[config.mk]
export PLATFORM = sky130hd
export DESIGN_NAME = touch_sample_calibrate_and_events
export DESIGN_NICKNAME = d
export VERILOG_FILES = /design/src/tsce_pkg.sv /design/src/touch_sample_calibrate_and_events.sv
export SDC_FILE = /design/constraint.sdc
export NUM_CORES = 1
export LEC_CHECK = 0
export BUFFER_PORTS_ARGS = -buffer_cell sky130_fd_sc_hd__buf_2
export CAP_MARGIN = 20
export CORE_UTILIZATION = 48
export DETAILED_ROUTE_END_ITERATION = 6
export PLACE_DENSITY = 0.64
export SYNTH_ARGS = -nofsm -noshare
export SYNTH_HDL_FRONTEND = slang
export SYNTH_SLANG_ARGS = --single-unit
[constraint.sdc]
create_clock -name clock -period 4.5 [get_ports clock]
set_input_delay 0.45 -clock clock [delete_from_list [all_inputs] [get_ports clock]]
set_output_delay 0.45 -clock clock [all_outputs]
set_load 0.01 [all_outputs]
[src/tsce_pkg.sv]
// Shared constants and types for the touch sample calibration block.
`timescale 1ns / 1ps
`default_nettype none

package tsce_pkg;

   localparam int SAMPLE_BITS   = 12;
   localparam int SCREEN_WIDTH  = 320;
   localparam int SCREEN_HEIGHT = 240;
   localparam int CAL_OFFSET    = 20;
   localparam int FRAC_BITS     = 16;

   // dividends of the scale recompute, (size - 1 - 2*offset) in 9.16
   localparam int NUM_X   = (SCREEN_WIDTH - 1 - 2 * CAL_OFFSET) * (1 << FRAC_BITS);
   localparam int NUM_Y   = (SCREEN_HEIGHT - 1 - 2 * CAL_OFFSET) * (1 << FRAC_BITS);
   localparam int NUM_MAX = (NUM_X > NUM_Y) ? NUM_X : NUM_Y;
   localparam int DIV_W   = $clog2(NUM_MAX + 1);
   localparam int SCALE_W = (DIV_W > FRAC_BITS + 1) ? DIV_W : FRAC_BITS + 1;
   localparam int MAG_W   = SCALE_W + SAMPLE_BITS;
   localparam int PROD_W  = MAG_W + 1;
   localparam int QI_W    = MAG_W - FRAC_BITS;
   localparam int CNT_W   = $clog2((DIV_W > SAMPLE_BITS) ? DIV_W : SAMPLE_BITS);

   localparam int PIX_X_W   = $clog2(SCREEN_WIDTH);
   localparam int PIX_Y_W   = $clog2(SCREEN_HEIGHT);
   localparam int PIX_MAX_W = (PIX_X_W > PIX_Y_W) ? PIX_X_W : PIX_Y_W;

   localparam int EVENT_W    = 2;
   localparam int REQ_FIELDS = 4 * SAMPLE_BITS;
   localparam int REQ_W      = ((REQ_FIELDS + 7) / 8) * 8;
   localparam int RSP_FIELDS = EVENT_W + PIX_X_W + PIX_Y_W;
   localparam int RSP_W      = ((RSP_FIELDS + 7) / 8) * 8;
   localparam int RSP_PAD    = RSP_W - RSP_FIELDS;

   localparam int CSR_IDX_W = 3;
   localparam logic [CSR_IDX_W-1:0] CSR_CAL_X_LOW   = 3'd0;
   localparam logic [CSR_IDX_W-1:0] CSR_CAL_Y_LOW   = 3'd1;
   localparam logic [CSR_IDX_W-1:0] CSR_CAL_X_HIGH  = 3'd2;
   localparam logic [CSR_IDX_W-1:0] CSR_CAL_Y_HIGH  = 3'd3;
   localparam logic [CSR_IDX_W-1:0] CSR_THRESHOLD   = 3'd4;
   localparam logic [CSR_IDX_W-1:0] CSR_FLIP_SCREEN = 3'd5;

   localparam logic [SAMPLE_BITS-1:0] THRESHOLD_RESET = SAMPLE_BITS'(2000);

   typedef enum logic [EVENT_W-1:0] {
      EV_NONE     = 2'd0,
      EV_PRESSED  = 2'd1,
      EV_RELEASED = 2'd2,
      EV_DOWN     = 2'd3
   } event_type;

   typedef enum logic [3:0] {
      ST_IDLE = 4'b0001,
      ST_DIV  = 4'b0010,
      ST_MUL  = 4'b0100,
      ST_OUT  = 4'b1000
   } state_type;

endpackage

`default_nettype wire

[src/touch_sample_calibrate_and_events.sv]
// Resistive touch press detection, event generation and two-point calibration.
`timescale 1ns / 1ps
`default_nettype none

// Each accepted item is one sample set; it yields exactly one result item with
// the touch event and the held raw position mapped to pixels. After acceptance
// the item passes through the multiply state and then the output state, which
// loads the result once the output register is free or being read. The multiply
// state is a bit-serial shift-add multiplier that applies the 9.16 scale, one
// multiplier bit per cycle for both axes side by side. After any write to a
// calibration register the input is held off while two restoring dividers, one
// quotient bit per cycle, recompute the scales. The next item is taken as soon
// as the last result has been loaded into the output register, even if it is
// not yet read.
module touch_sample_calibrate_and_events (
   input  wire                          clock,
   input  wire                          reset,
   // sense_first, raw_y, raw_x, sense_second (from bit 0 up)
   input  wire                          req_tvalid,
   output logic                         req_tready,
   input  wire  [tsce_pkg::REQ_W-1:0]   req_tdata,
   // touch_event, pixel_x, pixel_y, zero pad (from bit 0 up)
   output logic                         rsp_tvalid,
   input  wire                          rsp_tready,
   output logic [tsce_pkg::RSP_W-1:0]   rsp_tdata,
   input  wire                          csr_we,
   input  wire  [tsce_pkg::CSR_IDX_W-1:0] csr_index,
   input  wire  [tsce_pkg::SAMPLE_BITS-1:0] csr_wdata
);
   import tsce_pkg::*;

   localparam int SB = SAMPLE_BITS;

   // one restoring division step: returns {new remainder, quotient bit}
   function automatic logic [SB:0] div_step(input logic [SB-1:0] rem,
                                            input logic          nbit,
                                            input logic [SB-1:0] dvs);
      logic [SB:0] t;
      logic [SB:0] d;
      t = {rem, nbit};
      d = t - {1'b0, dvs};
      if (t >= {1'b0, dvs}) begin
         div_step = {d[SB-1:0], 1'b1};
      end else begin
         div_step = {t[SB-1:0], 1'b0};
      end
   endfunction

   // one shift-add multiply step, multiplier held in the low bits
   function automatic logic [PROD_W-1:0] mul_step(input logic [PROD_W-1:0]  p,
                                                  input logic [SCALE_W-1:0] sc);
      logic [SCALE_W:0] sum;
      sum = p[PROD_W-1:SB] + (p[0] ? {1'b0, sc} : '0);
      mul_step = {1'b0, sum, p[SB-1:1]};
   endfunction

   // floor shift, offset, clamp and optional mirror of one axis
   function automatic logic [PIX_MAX_W-1:0] map_pixel(input logic [MAG_W-1:0]     mag,
                                                      input logic                 neg,
                                                      input logic                 flip,
                                                      input logic [PIX_MAX_W-1:0] last);
      logic [QI_W:0]        qn;
      logic [PIX_MAX_W-1:0] v;
      qn = {1'b0, mag[MAG_W-1:FRAC_BITS]};
      if (neg) begin
         // floor of a negative value rounds away from zero
         qn = qn + (QI_W+1)'(|mag[FRAC_BITS-1:0]);
         if (qn > (QI_W+1)'(CAL_OFFSET)) begin
            v = '0;
         end else begin
            v = PIX_MAX_W'(CAL_OFFSET) - qn[PIX_MAX_W-1:0];
         end
      end else begin
         if (qn >= (QI_W+1)'(last) - (QI_W+1)'(CAL_OFFSET)) begin
            v = last;
         end else begin
            v = qn[PIX_MAX_W-1:0] + PIX_MAX_W'(CAL_OFFSET);
         end
      end
      if (flip) begin
         v = last - v;
      end
      map_pixel = v;
   endfunction

   localparam logic [PIX_MAX_W-1:0] LAST_X = PIX_MAX_W'(SCREEN_WIDTH - 1);
   localparam logic [PIX_MAX_W-1:0] LAST_Y = PIX_MAX_W'(SCREEN_HEIGHT - 1);
   localparam logic [SCALE_W-1:0]   UNITY  = SCALE_W'(1 << FRAC_BITS);

   // control and configuration state
   state_type         state_ff,      state_in;
   logic [CNT_W-1:0]  cnt_ff,        cnt_in;
   logic              cal_dirty_ff,  cal_dirty_in;
   logic [SB-1:0]     cal_x_low_ff,  cal_x_low_in;
   logic [SB-1:0]     cal_y_low_ff,  cal_y_low_in;
   logic [SB-1:0]     cal_x_high_ff, cal_x_high_in;
   logic [SB-1:0]     cal_y_high_ff, cal_y_high_in;
   logic [SB-1:0]     thresh_ff,     thresh_in;
   logic              flip_ff,       flip_in;
   logic              was_pressed_ff, was_pressed_in;
   logic [SB-1:0]     held_x_ff,     held_x_in;
   logic [SB-1:0]     held_y_ff,     held_y_in;
   logic [SCALE_W-1:0] scale_x_ff,   scale_x_in;
   logic [SCALE_W-1:0] scale_y_ff,   scale_y_in;
   logic              sneg_x_ff,     sneg_x_in;
   logic              sneg_y_ff,     sneg_y_in;
   logic              rsp_valid_ff,  rsp_valid_in;

   // datapath
   logic [DIV_W-1:0]  dq_x_ff,   dq_x_in;
   logic [DIV_W-1:0]  dq_y_ff,   dq_y_in;
   logic [SB-1:0]     rem_x_ff,  rem_x_in;
   logic [SB-1:0]     rem_y_ff,  rem_y_in;
   logic [SB-1:0]     dvs_x_ff,  dvs_x_in;
   logic [SB-1:0]     dvs_y_ff,  dvs_y_in;
   logic              dneg_x_ff, dneg_x_in;
   logic              dneg_y_ff, dneg_y_in;
   logic              dzero_ff,  dzero_in;
   logic [PROD_W-1:0] prod_x_ff, prod_x_in;
   logic [PROD_W-1:0] prod_y_ff, prod_y_in;
   logic              pneg_x_ff, pneg_x_in;
   logic              pneg_y_ff, pneg_y_in;
   event_type         event_ff,  event_in;
   event_type         rsp_event_ff, rsp_event_in;
   logic [PIX_X_W-1:0] rsp_px_ff, rsp_px_in;
   logic [PIX_Y_W-1:0] rsp_py_ff, rsp_py_in;

   logic [SB-1:0]     sense_first, raw_y, raw_x, sense_second;
   logic              req_accept, pressed, confirmed;
   logic [SB:0]       dx, dy, dd_x, dd_y;
   logic [SB:0]       step_x, step_y;
   logic [PIX_MAX_W-1:0] pix_x, pix_y;

   assign sense_first  = req_tdata[SB-1:0];
   assign raw_y        = req_tdata[2*SB-1:SB];
   assign raw_x        = req_tdata[3*SB-1:2*SB];
   assign sense_second = req_tdata[4*SB-1:3*SB];

   assign req_tready = (state_ff == ST_IDLE) && !cal_dirty_ff;
   assign req_accept = req_tvalid && req_tready;
   assign pressed    = sense_first > thresh_ff;
   assign confirmed  = pressed && (sense_second > thresh_ff);

   assign dx = {1'b0, cal_x_high_ff} - {1'b0, cal_x_low_ff};
   assign dy = {1'b0, cal_y_high_ff} - {1'b0, cal_y_low_ff};
   // offset of the position held after this item
   assign dd_x = {1'b0, confirmed ? raw_x : held_x_ff} - {1'b0, cal_x_low_ff};
   assign dd_y = {1'b0, confirmed ? raw_y : held_y_ff} - {1'b0, cal_y_low_ff};

   assign step_x = div_step(rem_x_ff, dq_x_ff[DIV_W-1], dvs_x_ff);
   assign step_y = div_step(rem_y_ff, dq_y_ff[DIV_W-1], dvs_y_ff);

   assign pix_x = map_pixel(prod_x_ff[MAG_W-1:0], pneg_x_ff, flip_ff, LAST_X);
   assign pix_y = map_pixel(prod_y_ff[MAG_W-1:0], pneg_y_ff, flip_ff, LAST_Y);

   always_comb begin
      state_in       = state_ff;
      cnt_in         = cnt_ff;
      cal_dirty_in   = cal_dirty_ff;
      cal_x_low_in   = cal_x_low_ff;
      cal_y_low_in   = cal_y_low_ff;
      cal_x_high_in  = cal_x_high_ff;
      cal_y_high_in  = cal_y_high_ff;
      thresh_in      = thresh_ff;
      flip_in        = flip_ff;
      was_pressed_in = was_pressed_ff;
      held_x_in      = held_x_ff;
      held_y_in      = held_y_ff;
      scale_x_in     = scale_x_ff;
      scale_y_in     = scale_y_ff;
      sneg_x_in      = sneg_x_ff;
      sneg_y_in      = sneg_y_ff;
      rsp_valid_in   = rsp_valid_ff && !rsp_tready;
      dq_x_in        = dq_x_ff;
      dq_y_in        = dq_y_ff;
      rem_x_in       = rem_x_ff;
      rem_y_in       = rem_y_ff;
      dvs_x_in       = dvs_x_ff;
      dvs_y_in       = dvs_y_ff;
      dneg_x_in      = dneg_x_ff;
      dneg_y_in      = dneg_y_ff;
      dzero_in       = dzero_ff;
      prod_x_in      = prod_x_ff;
      prod_y_in      = prod_y_ff;
      pneg_x_in      = pneg_x_ff;
      pneg_y_in      = pneg_y_ff;
      event_in       = event_ff;
      rsp_event_in   = rsp_event_ff;
      rsp_px_in      = rsp_px_ff;
      rsp_py_in      = rsp_py_ff;

      if (csr_we) begin
         case (csr_index)
            CSR_CAL_X_LOW: begin
               cal_x_low_in = csr_wdata;
               cal_dirty_in = 1'b1;
            end
            CSR_CAL_Y_LOW: begin
               cal_y_low_in = csr_wdata;
               cal_dirty_in = 1'b1;
            end
            CSR_CAL_X_HIGH: begin
               cal_x_high_in = csr_wdata;
               cal_dirty_in  = 1'b1;
            end
            CSR_CAL_Y_HIGH: begin
               cal_y_high_in = csr_wdata;
               cal_dirty_in  = 1'b1;
            end
            CSR_THRESHOLD:   thresh_in = csr_wdata;
            CSR_FLIP_SCREEN: flip_in   = csr_wdata[0];
            default: ;
         endcase
      end

      case (state_ff)
         ST_IDLE: begin
            if (cal_dirty_ff) begin
               // a write landing during the divide sets the flag again
               cal_dirty_in = csr_we && (csr_index == CSR_CAL_X_LOW ||
                                         csr_index == CSR_CAL_Y_LOW ||
                                         csr_index == CSR_CAL_X_HIGH ||
                                         csr_index == CSR_CAL_Y_HIGH);
               dq_x_in   = DIV_W'(NUM_X);
               dq_y_in   = DIV_W'(NUM_Y);
               rem_x_in  = '0;
               rem_y_in  = '0;
               dneg_x_in = dx[SB];
               dneg_y_in = dy[SB];
               dvs_x_in  = dx[SB] ? SB'(-dx) : dx[SB-1:0];
               dvs_y_in  = dy[SB] ? SB'(-dy) : dy[SB-1:0];
               dzero_in  = (dx == '0) || (dy == '0);
               cnt_in    = CNT_W'(DIV_W - 1);
               state_in  = ST_DIV;
            end else if (req_accept) begin
               if (confirmed) begin
                  held_x_in = raw_x;
                  held_y_in = raw_y;
               end
               if (pressed != was_pressed_ff) begin
                  event_in = pressed ? EV_PRESSED : EV_RELEASED;
               end else begin
                  event_in = pressed ? EV_DOWN : EV_NONE;
               end
               was_pressed_in = pressed;
               prod_x_in = {(SCALE_W+1)'(0), dd_x[SB] ? SB'(-dd_x) : dd_x[SB-1:0]};
               prod_y_in = {(SCALE_W+1)'(0), dd_y[SB] ? SB'(-dd_y) : dd_y[SB-1:0]};
               pneg_x_in = dd_x[SB] ^ sneg_x_ff;
               pneg_y_in = dd_y[SB] ^ sneg_y_ff;
               cnt_in    = CNT_W'(SB - 1);
               state_in  = ST_MUL;
            end
         end
         ST_DIV: begin
            rem_x_in = step_x[SB:1];
            rem_y_in = step_y[SB:1];
            dq_x_in  = {dq_x_ff[DIV_W-2:0], step_x[0]};
            dq_y_in  = {dq_y_ff[DIV_W-2:0], step_y[0]};
            if (cnt_ff == '0) begin
               if (dzero_ff) begin
                  scale_x_in = UNITY;
                  scale_y_in = UNITY;
                  sneg_x_in  = 1'b0;
                  sneg_y_in  = 1'b0;
               end else begin
                  scale_x_in = SCALE_W'(dq_x_in);
                  scale_y_in = SCALE_W'(dq_y_in);
                  sneg_x_in  = dneg_x_ff;
                  sneg_y_in  = dneg_y_ff;
               end
               state_in = ST_IDLE;
            end else begin
               cnt_in = cnt_ff - 1'b1;
            end
         end
         ST_MUL: begin
            prod_x_in = mul_step(prod_x_ff, scale_x_ff);
            prod_y_in = mul_step(prod_y_ff, scale_y_ff);
            if (cnt_ff == '0) begin
               state_in = ST_OUT;
            end else begin
               cnt_in = cnt_ff - 1'b1;
            end
         end
         ST_OUT: begin
            if (!rsp_valid_ff || rsp_tready) begin
               rsp_valid_in = 1'b1;
               rsp_event_in = event_ff;
               rsp_px_in    = pix_x[PIX_X_W-1:0];
               rsp_py_in    = pix_y[PIX_Y_W-1:0];
               state_in     = ST_IDLE;
            end
         end
         default: state_in = ST_IDLE;
      endcase
   end

   always_ff @(posedge clock) begin
      if (reset) begin
         state_ff       <= ST_IDLE;
         cnt_ff         <= '0;
         cal_dirty_ff   <= 1'b0;
         cal_x_low_ff   <= '0;
         cal_y_low_ff   <= '0;
         cal_x_high_ff  <= '0;
         cal_y_high_ff  <= '0;
         thresh_ff      <= THRESHOLD_RESET;
         flip_ff        <= 1'b0;
         was_pressed_ff <= 1'b0;
         held_x_ff      <= '0;
         held_y_ff      <= '0;
         scale_x_ff     <= UNITY;
         scale_y_ff     <= UNITY;
         sneg_x_ff      <= 1'b0;
         sneg_y_ff      <= 1'b0;
         rsp_valid_ff   <= 1'b0;
      end else begin
         state_ff       <= state_in;
         cnt_ff         <= cnt_in;
         cal_dirty_ff   <= cal_dirty_in;
         cal_x_low_ff   <= cal_x_low_in;
         cal_y_low_ff   <= cal_y_low_in;
         cal_x_high_ff  <= cal_x_high_in;
         cal_y_high_ff  <= cal_y_high_in;
         thresh_ff      <= thresh_in;
         flip_ff        <= flip_in;
         was_pressed_ff <= was_pressed_in;
         held_x_ff      <= held_x_in;
         held_y_ff      <= held_y_in;
         scale_x_ff     <= scale_x_in;
         scale_y_ff     <= scale_y_in;
         sneg_x_ff      <= sneg_x_in;
         sneg_y_ff      <= sneg_y_in;
         rsp_valid_ff   <= rsp_valid_in;
      end
   end

   always_ff @(posedge clock) begin
      dq_x_ff      <= dq_x_in;
      dq_y_ff      <= dq_y_in;
      rem_x_ff     <= rem_x_in;
      rem_y_ff     <= rem_y_in;
      dvs_x_ff     <= dvs_x_in;
      dvs_y_ff     <= dvs_y_in;
      dneg_x_ff    <= dneg_x_in;
      dneg_y_ff    <= dneg_y_in;
      dzero_ff     <= dzero_in;
      prod_x_ff    <= prod_x_in;
      prod_y_ff    <= prod_y_in;
      pneg_x_ff    <= pneg_x_in;
      pneg_y_ff    <= pneg_y_in;
      event_ff     <= event_in;
      rsp_event_ff <= rsp_event_in;
      rsp_px_ff    <= rsp_px_in;
      rsp_py_ff    <= rsp_py_in;
   end

   assign rsp_tvalid = rsp_valid_ff;
   assign rsp_tdata  = {RSP_PAD'(0), rsp_py_ff, rsp_px_ff, rsp_event_ff};

endmodule

`default_nettype wire

==> summary.md, run 1 <==
| Metric | Value |
|---|---|
| Status | `complete, but fails checks` |
| Failing checks | `design-rule violations` |
| Met2 usage | `37.23%` |
| Initial DRC count | `1109` |
| Startpoint Class | `flop` |
| Final WL | `54.52 mm` |
| Die Y | `219.4 um` |
| Top Usage Layer GRT | `met2` |
| Initial Util | `48.71%` |
| DRT Pass-1 Iters | `7` |
| Mapped Area | `0.02268 sq mm` |
| Pwr per Cell Area | `402.6 mW/mm^2` |
| IO Count | `94` |
| Gpl congestion | `0.8867` |
| Final Hold Vio Count | `0` |
| Vias/cell | `5.653` |
| Total number of vias | `18554` |
| Setup TNS | `0 ns` |
| Vias in the first global route | `17765` |
| Lkg Pwr | `10.58 nW` |
| Async set or reset register ratio after synthesis | `0%` |
| CP arrival | `4.77 ns` |
| Port Buffers | `88` |
| Design area | `0.02622 sq mm` |
| DRC | `11` |
| Final setup viols | `0` |
| RSZ-0062 raised after global routing | `true` |
| Worst min path class | `in -> reg` |
| Placed Area | `0.02427 sq mm` |
| Worst-skew pair later-pin latency | `0.56 ns` |
| Final period util | `99.37%` |
| Met1 Use GR | `29.68%` |
| Deepest level of the CTS H-tree | `2` |
| Diodes inserted | `0` |
| CTS sink cnt | `347` |
| Die footprint | `0.04811 sq mm` |
| Area grow syn2layout | `15.64%` |
| Number of flops mapped to enable cells by yosys | `198` |
| Slew HR | `29.84%` |
| Gr ovfl total | `0` |
| Cell count after synthesis | `2511` |
| CP max FO | `6` |
| Critical Path End Type | `flop` |
| Core footprint | `0.04656 sq mm` |
| Rows | `79` |
| Met3 global-route usage | `3.229%` |
| Reg clk slew, reported paths | `0.06 ns` |
| DR WL/cell | `16.61 um` |
| Die X | `219.4 um` |
| Max Clk Rate | `223.6 MHz` |
| First-pass GRT wire length | `88.39 mm` |
| Top FF cell, synth | `edfxtp_1` |
| Critical path class | `reg -> reg` |
| Share of cells above drive strength 1 | `14.50%` |
| Seq/Total Area, Yosys | `39.38%` |
| Minimum clock period after layout | `4.472 ns` |
| Clock buffer depth | `3` |
| Ys Warns | `0` |
| Commonest non-fill, non-tap cells in the layout | `240 x nor2_1, 228 x nand2_1, 218 x a21oi_1` |
| Max-slew violations | `0` |
| Final HPWL DP | `39.02 mm` |
| Pin count of the biggest net entering global routing | `86` |
| Clk root buf | `clkbuf_16` |
| Hold_ws | `0.1533 ns` |
| Fin cells | `3282` |
| Commonest non-fill, non-tap cell in the layout | `nor2_1` |
| Inst Count DP | `3194` |
| Final nets | `2882` |
| Routed Antenna Nets | `0` |
| Hold_buf cts | `0` |
| Max-cap violations | `0` |
| Synth unique cells | `90` |
| Worst path required time | `4.80 ns` |
| Clk_skew | `0.01405 ns` |
| Final Power | `10.56 mW` |
| #FFs+latches synth | `347` |
| Fill cells | `4113` |
| Total Routing Usage GR | `22.60%` |
| Worst vdd ir | `0.2670 mV` |
| Worst Tran Pin Value | `1.052 ns` |
| Initial antenna violation count | `1` |
| TritonCTS clock tree | `done` |
| Clock buffer count from CTS | `41` |
| Avg Inst Size Synth | `9.030 sq um` |
==> state kept, by name, summed over array words and instances, names as in the netlist, 25 cells and up <==
register and cells:
dq_x_ff 25, prod_y_ff 37, dq_y_ff 25, prod_x_ff 37, scale_x_ff 25, scale_y_ff 25
==> cell families (layout without fill, tap and decap cells) <==
logic type	after synthesis	after routing	synth area share (%)
AO/OA/AOI/OAI	591	591	16.70
XOR/XNOR	138	138	5.330
buffers and inverters	232	392	4.039
other	1	5	0.01654
AND/OR/NAND/NOR	957	957	21.44
multiplexers	73	73	3.344
adder cells (fa/ha/maj)	172	172	9.756
flip-flops	347	347	39.38
==> report_power, final <==
| group | total [mW] | leakage [nW] | internal, mW | switching [mW] |
|---|---|---|---|---|
| Clock | 3.41 | 0.691 | 2.06 | 1.35 |
| Combinational | 2.97 | 6.85 | 1.31 | 1.66 |
| Sequential | 4.18 | 3.04 | 3.83 | 0.346 |
==> layer usage <==
metal / part of all wire, % / vias up
met5: 0.024 / -
met4: 3.4 / 2
met3: 4.4 / 104
met2: 46 / 412
met1: 46 / 8696
li1: - / 9340
==> worst max-delay path, stage by stage, from the launching register on <==
cell,delay (ns)
dfxtp_2,0.33
inv_2,0.06
ha_4,0.27
a21o_1,0.11
a21o_1,0.12
a21oi_2,0.06
or2_4,0.25
a31oi_4,0.19
o211ai_1,0.17
clkbuf_16,0.20
buf_4,0.14
mux2_4,0.31
ha_4,0.23
nand2b_4,0.09
a21oi_4,0.06
or4_4,0.53
a2111oi_4,0.40
o2111ai_2,0.20
o31ai_2,0.27
xnor2_1,0.14
o21ai_1,0.07
==> metrics by stage <==
step | worst slack, ns | utilization [%]
6_report | 0.02842 | 56.32
5_1_grt | -0.1960 | 56.32
4_1_cts | -0.03649 | 55.16
3_5_place_dp | -0.2528 | 52.13
3_3_place_gp | -0.2039 | 52.12
2_1_floorplan | -0.02175 | -
==> cells in the mapped netlist, drive strengths merged (14+ instances only) <==
| master | instances | share of area (%) |
|---|---|---|
| edfxtp | 198 | 26 |
| nand3 | 44 | 0.99 |
| mux2 | 22 | 1.1 |
| clkbuf | 96 | 1.6 |
| a211oi | 34 | 1.2 |
| a21oi | 225 | 5.0 |
| inv | 116 | 1.9 |
| xnor2 | 81 | 3.1 |
| nand2 | 231 | 3.8 |
| nand4 | 31 | 0.88 |
| nand2b | 38 | 1.0 |
| buf | 20 | 0.52 |
| nor4 | 28 | 0.87 |
| o21a | 28 | 0.93 |
| or2 | 18 | 0.50 |
| nor2b | 29 | 0.80 |
| a31oi | 14 | 0.41 |
| o31ai | 27 | 0.89 |
| and2 | 97 | 2.7 |
| ha | 164 | 9.0 |
| xor2 | 57 | 2.2 |
| nor3b | 55 | 1.8 |
| and3 | 21 | 0.58 |
| a21o | 38 | 1.3 |
| o21ai | 100 | 2.2 |
| nor3 | 69 | 1.5 |
| mux2i | 51 | 2.3 |
| dfxtp | 149 | 13 |
| o21bai | 14 | 0.46 |
| or3 | 17 | 0.47 |
| nor2 | 240 | 4.0 |
==> final timing paths <==
| check | startpoint | slack, ns | cells past startpoint | to |
|---|---|---|---|---|
| worst max register to register | thresh_ff[5] | 0.03 | 20 | prod_y_ff[11] |
| worst min-delay path | req_tdata[19] | 0.15 | 3 | held_y_ff[7] |
| worst max-delay path | thresh_ff[5] | 0.03 | 20 | prod_y_ff[11] |
| worst min register to register | event_ff[0] | 0.43 | 0 | rsp_event_ff[0] |
==> cell type report <==
| type | instances | area (sq um) | area share (%) |
|---|---|---|---|
| Tap cell | 607 | 759.5 | 2.896 |
| Clock inverter | 18 | 180.2 | 0.6871 |
| Multi-Input combinational cell | 1936 | 13330 | 50.83 |
| Clock buffer | 58 | 1216 | 4.638 |
| Timing Repair Buffer | 200 | 1369 | 5.220 |
| Inverter | 116 | 435.4 | 1.661 |
| Sequential cell | 347 | 8932 | 34.07 |
==> timing repair <==
item | in CTS | in global routing
setup buffers | 0 | 8
pin swaps | 0 | 31
cloned | 0 | 1
endpoints found under the setup margin | 5 | 19
gates resized for setup | 3 | 73
Power figures use the tool's default switching activity.
==> inputs of run 2 (changes only) <==
--- a/config.mk
+++ b/config.mk
@@ -8,8 +8,10 @@
 export BUFFER_PORTS_ARGS = -buffer_cell sky130_fd_sc_hd__buf_2
 export CAP_MARGIN = 20
 export CORE_UTILIZATION = 48
+export CTS_BUF_LIST = sky130_fd_sc_hd__clkbuf_2 sky130_fd_sc_hd__clkbuf_4 sky130_fd_sc_hd__clkbuf_8
 export DETAILED_ROUTE_END_ITERATION = 6
 export PLACE_DENSITY = 0.64
+export SKIP_LAST_GASP = 1
 export SYNTH_ARGS = -nofsm -noshare
 export SYNTH_HDL_FRONTEND = slang
 export SYNTH_SLANG_ARGS = --single-unit
==> run 2 against run 1 <==
Sequential share of layout area about the same; the flow now finishes without violations; via count up 0.84%; setup slack better by 0.022 ns; highest routed layer unchanged; flip-flop and latch count unchanged.
==> summary.md, run 2 (same netlist as run 1, synthesis figures left out) <==
| Metric | Value |
|---|---|
| Status | `finished clean` |
| Worst Tran Pin Value | `1.056 ns` |
| Clock buffer depth | `3` |
| Minimum clock period after layout | `4.449 ns` |
| Diodes inserted | `0` |
| Worst Hold End | `held_y_ff[7]` |
| Lkg Pwr | `10.60 nW` |
| Commonest non-fill, non-tap cell in the layout | `nor2_1` |
| DRC | `0` |
| Pwr per Cell Area | `392.3 mW/mm^2` |
| Initial Util | `48.71%` |
| Final Hold Vio Count | `0` |
| Reg2reg setup slack | `0.05 ns` |
| Commonest non-fill, non-tap cells in the layout | `240 x nor2_1, 228 x nand2_1, 219 x a21oi_1` |
| Reg clk slew, reported paths | `0.06 ns` |
| DR WL/cell | `16.45 um` |
| Worst path required time | `4.89 ns` |
| Total Routing Usage GR | `22.65%` |
| Routed Antenna Nets | `0` |
| Core footprint | `0.04656 sq mm` |
| Startpoint Class | `flop` |
| Final setup viols | `0` |
| Clk root buf | `clkbuf_8` |
| Final Power | `10.28 mW` |
| Pin count of the biggest net entering global routing | `86` |
| Worst-skew pair later-pin latency | `0.66 ns` |
| Final Core Density | `56.28%` |
| Max Clk Rate | `224.8 MHz` |
| CP max FO | `5` |
| Worst vdd ir | `0.2164 mV` |
| Slew HR | `29.49%` |
| Max-slew violations | `0` |
| Initial DRC count | `1110` |
| Total number of vias | `18710` |
| Max-cap violations | `0` |
| Share of cells above drive strength 1 | `15.74%` |
| Clock buffer count from CTS | `60` |
| Clk_skew | `0.01203 ns` |
| Vias in the first global route | `17941` |
| Worst min path class | `in -> reg` |
| Reg2Reg Depth | `21` |
| Area grow syn2layout | `15.56%` |
| Placed Area | `0.02427 sq mm` |
| Gr ovfl total | `0` |
| Final WL | `54.71 mm` |
| First-pass GRT wire length | `88.71 mm` |
| CTS sink cnt | `347` |
| Vias/cell | `5.624` |
| Highest metal used | `met5` |
| Reg2reg start | `thresh_ff[5]` |
| RR Endpoint | `prod_x_ff[11]` |
| Beginning of the worst hold path | `req_tdata[19]` |
| Hold Crit Depth | `3` |
| Critical Path End Type | `flop` |
| RSZ-0062 raised after global routing | `true` |
| Final HPWL DP | `39.02 mm` |
| TritonCTS clock tree | `done` |
| Die footprint | `0.04811 sq mm` |
| Critical path class | `reg -> reg` |
| Die Y | `219.4 um` |
| Initial antenna violation count | `1` |
| Deepest level of the CTS H-tree | `2` |
| Die X | `219.4 um` |
| Rows | `79` |
| Final nets | `2908` |
| DRT Pass-1 Iters | `5` |
| Biggest regs | `prod_x_ff: 37 flops, prod_y_ff: 37 flops` |
| IO Count | `94` |
| Port Buffers | `88` |
| Final period util | `98.87%` |
| Length of routed met3 wiring | `2.643 mm` |
| Design area | `0.02620 sq mm` |
| Metal-1 WL | `24.96 mm` |
| Met2 routed WL | `25.22 mm` |
| Gpl congestion | `0.8867` |
| CP arrival | `4.84 ns` |
## run 2: layer usage
| metal | vias up | global-route usage (%) |
|---|---|---|
| met3 | 112 | 4.019 |
| li1 | 9400 | - |
| met4 | 2 | 8.912 |
| met2 | 422 | 37.25 |
| met5 | - | 0 |
| met1 | 8774 | 29.42 |
## run 2: layout make-up
| class | instances | area, sq um |
|---|---|---|
| Sequential cell | 347 | 8932 |
| Tap cell | 607 | 759.5 |
| Clock buffer | 81 | 1027 |
| Timing Repair Buffer | 207 | 1441 |
| Multi-Input combinational cell | 1936 | 13320 |
| Inverter | 116 | 435.4 |
| Fill cell | 4121 | 20350 |
| Clock inverter | 33 | 290.3 |
## run 2: worst max-delay path by stage
stage                             from             to  cells after the start
after global placement    req_tdata[5]  prod_y_ff[10]                     21
after detailed placement  req_tdata[5]  prod_y_ff[10]                     21
final                     thresh_ff[5]  prod_x_ff[11]                     21
after global routing      thresh_ff[4]  prod_y_ff[11]                     20
after floorplan           req_tdata[1]  prod_y_ff[11]                     19
after CTS                 thresh_ff[5]  prod_y_ff[11]                     20
## run 2: per-stage QoR
step,instances,setup WS (ns),hold slack [ns],setup TNS (ns)
6_report,3327,0.05076,0.05959,0
5_1_grt,3327,-0.2088,0.04365,-1.048
4_1_cts,3313,-0.04113,0.001142,-0.09074
3_5_place_dp,3194,-0.2528,0.4164,-1.382
3_3_place_gp,3193,-0.2039,0.4041,-0.9730
2_1_floorplan,2515,-0.02175,0.4003,-0.02175
## run 2: worst max-delay path: stages (launching register included)
cell and delay [ns]:
dfxtp_2 0.33, inv_2 0.06, ha_4 0.27, a21o_1 0.11
a21o_1 0.12, a21oi_2 0.05, or2_4 0.23, a31oi_4 0.19
o211ai_1 0.16, buf_4 0.18, buf_6 0.13, mux2i_1 0.12
ha_2 0.18, fa_2 0.35, nor2b_2 0.16, o2111ai_2 0.17
a21bo_2 0.29, a2111oi_4 0.38, o2111ai_2 0.18, o31ai_2 0.29
xnor2_1 0.15, o21ai_1 0.07
## run 2: repair_timing
action	4_1_cts	5_1_grt
endpoints found under the setup margin	5	20
hold endpoints to repair	5	0
pin swaps	0	23
gates cloned	0	1
buffers inserted	0	10
hold buffers	5	0
resized for setup	2	71
## run 2: where the power goes
part           internal [mW]  switching, mW  total, mW
Combinational           1.31           1.66       2.97
Clock                   1.77           1.35       3.13
Sequential              3.83          0.346       4.18
Total                   6.92           3.36       10.3
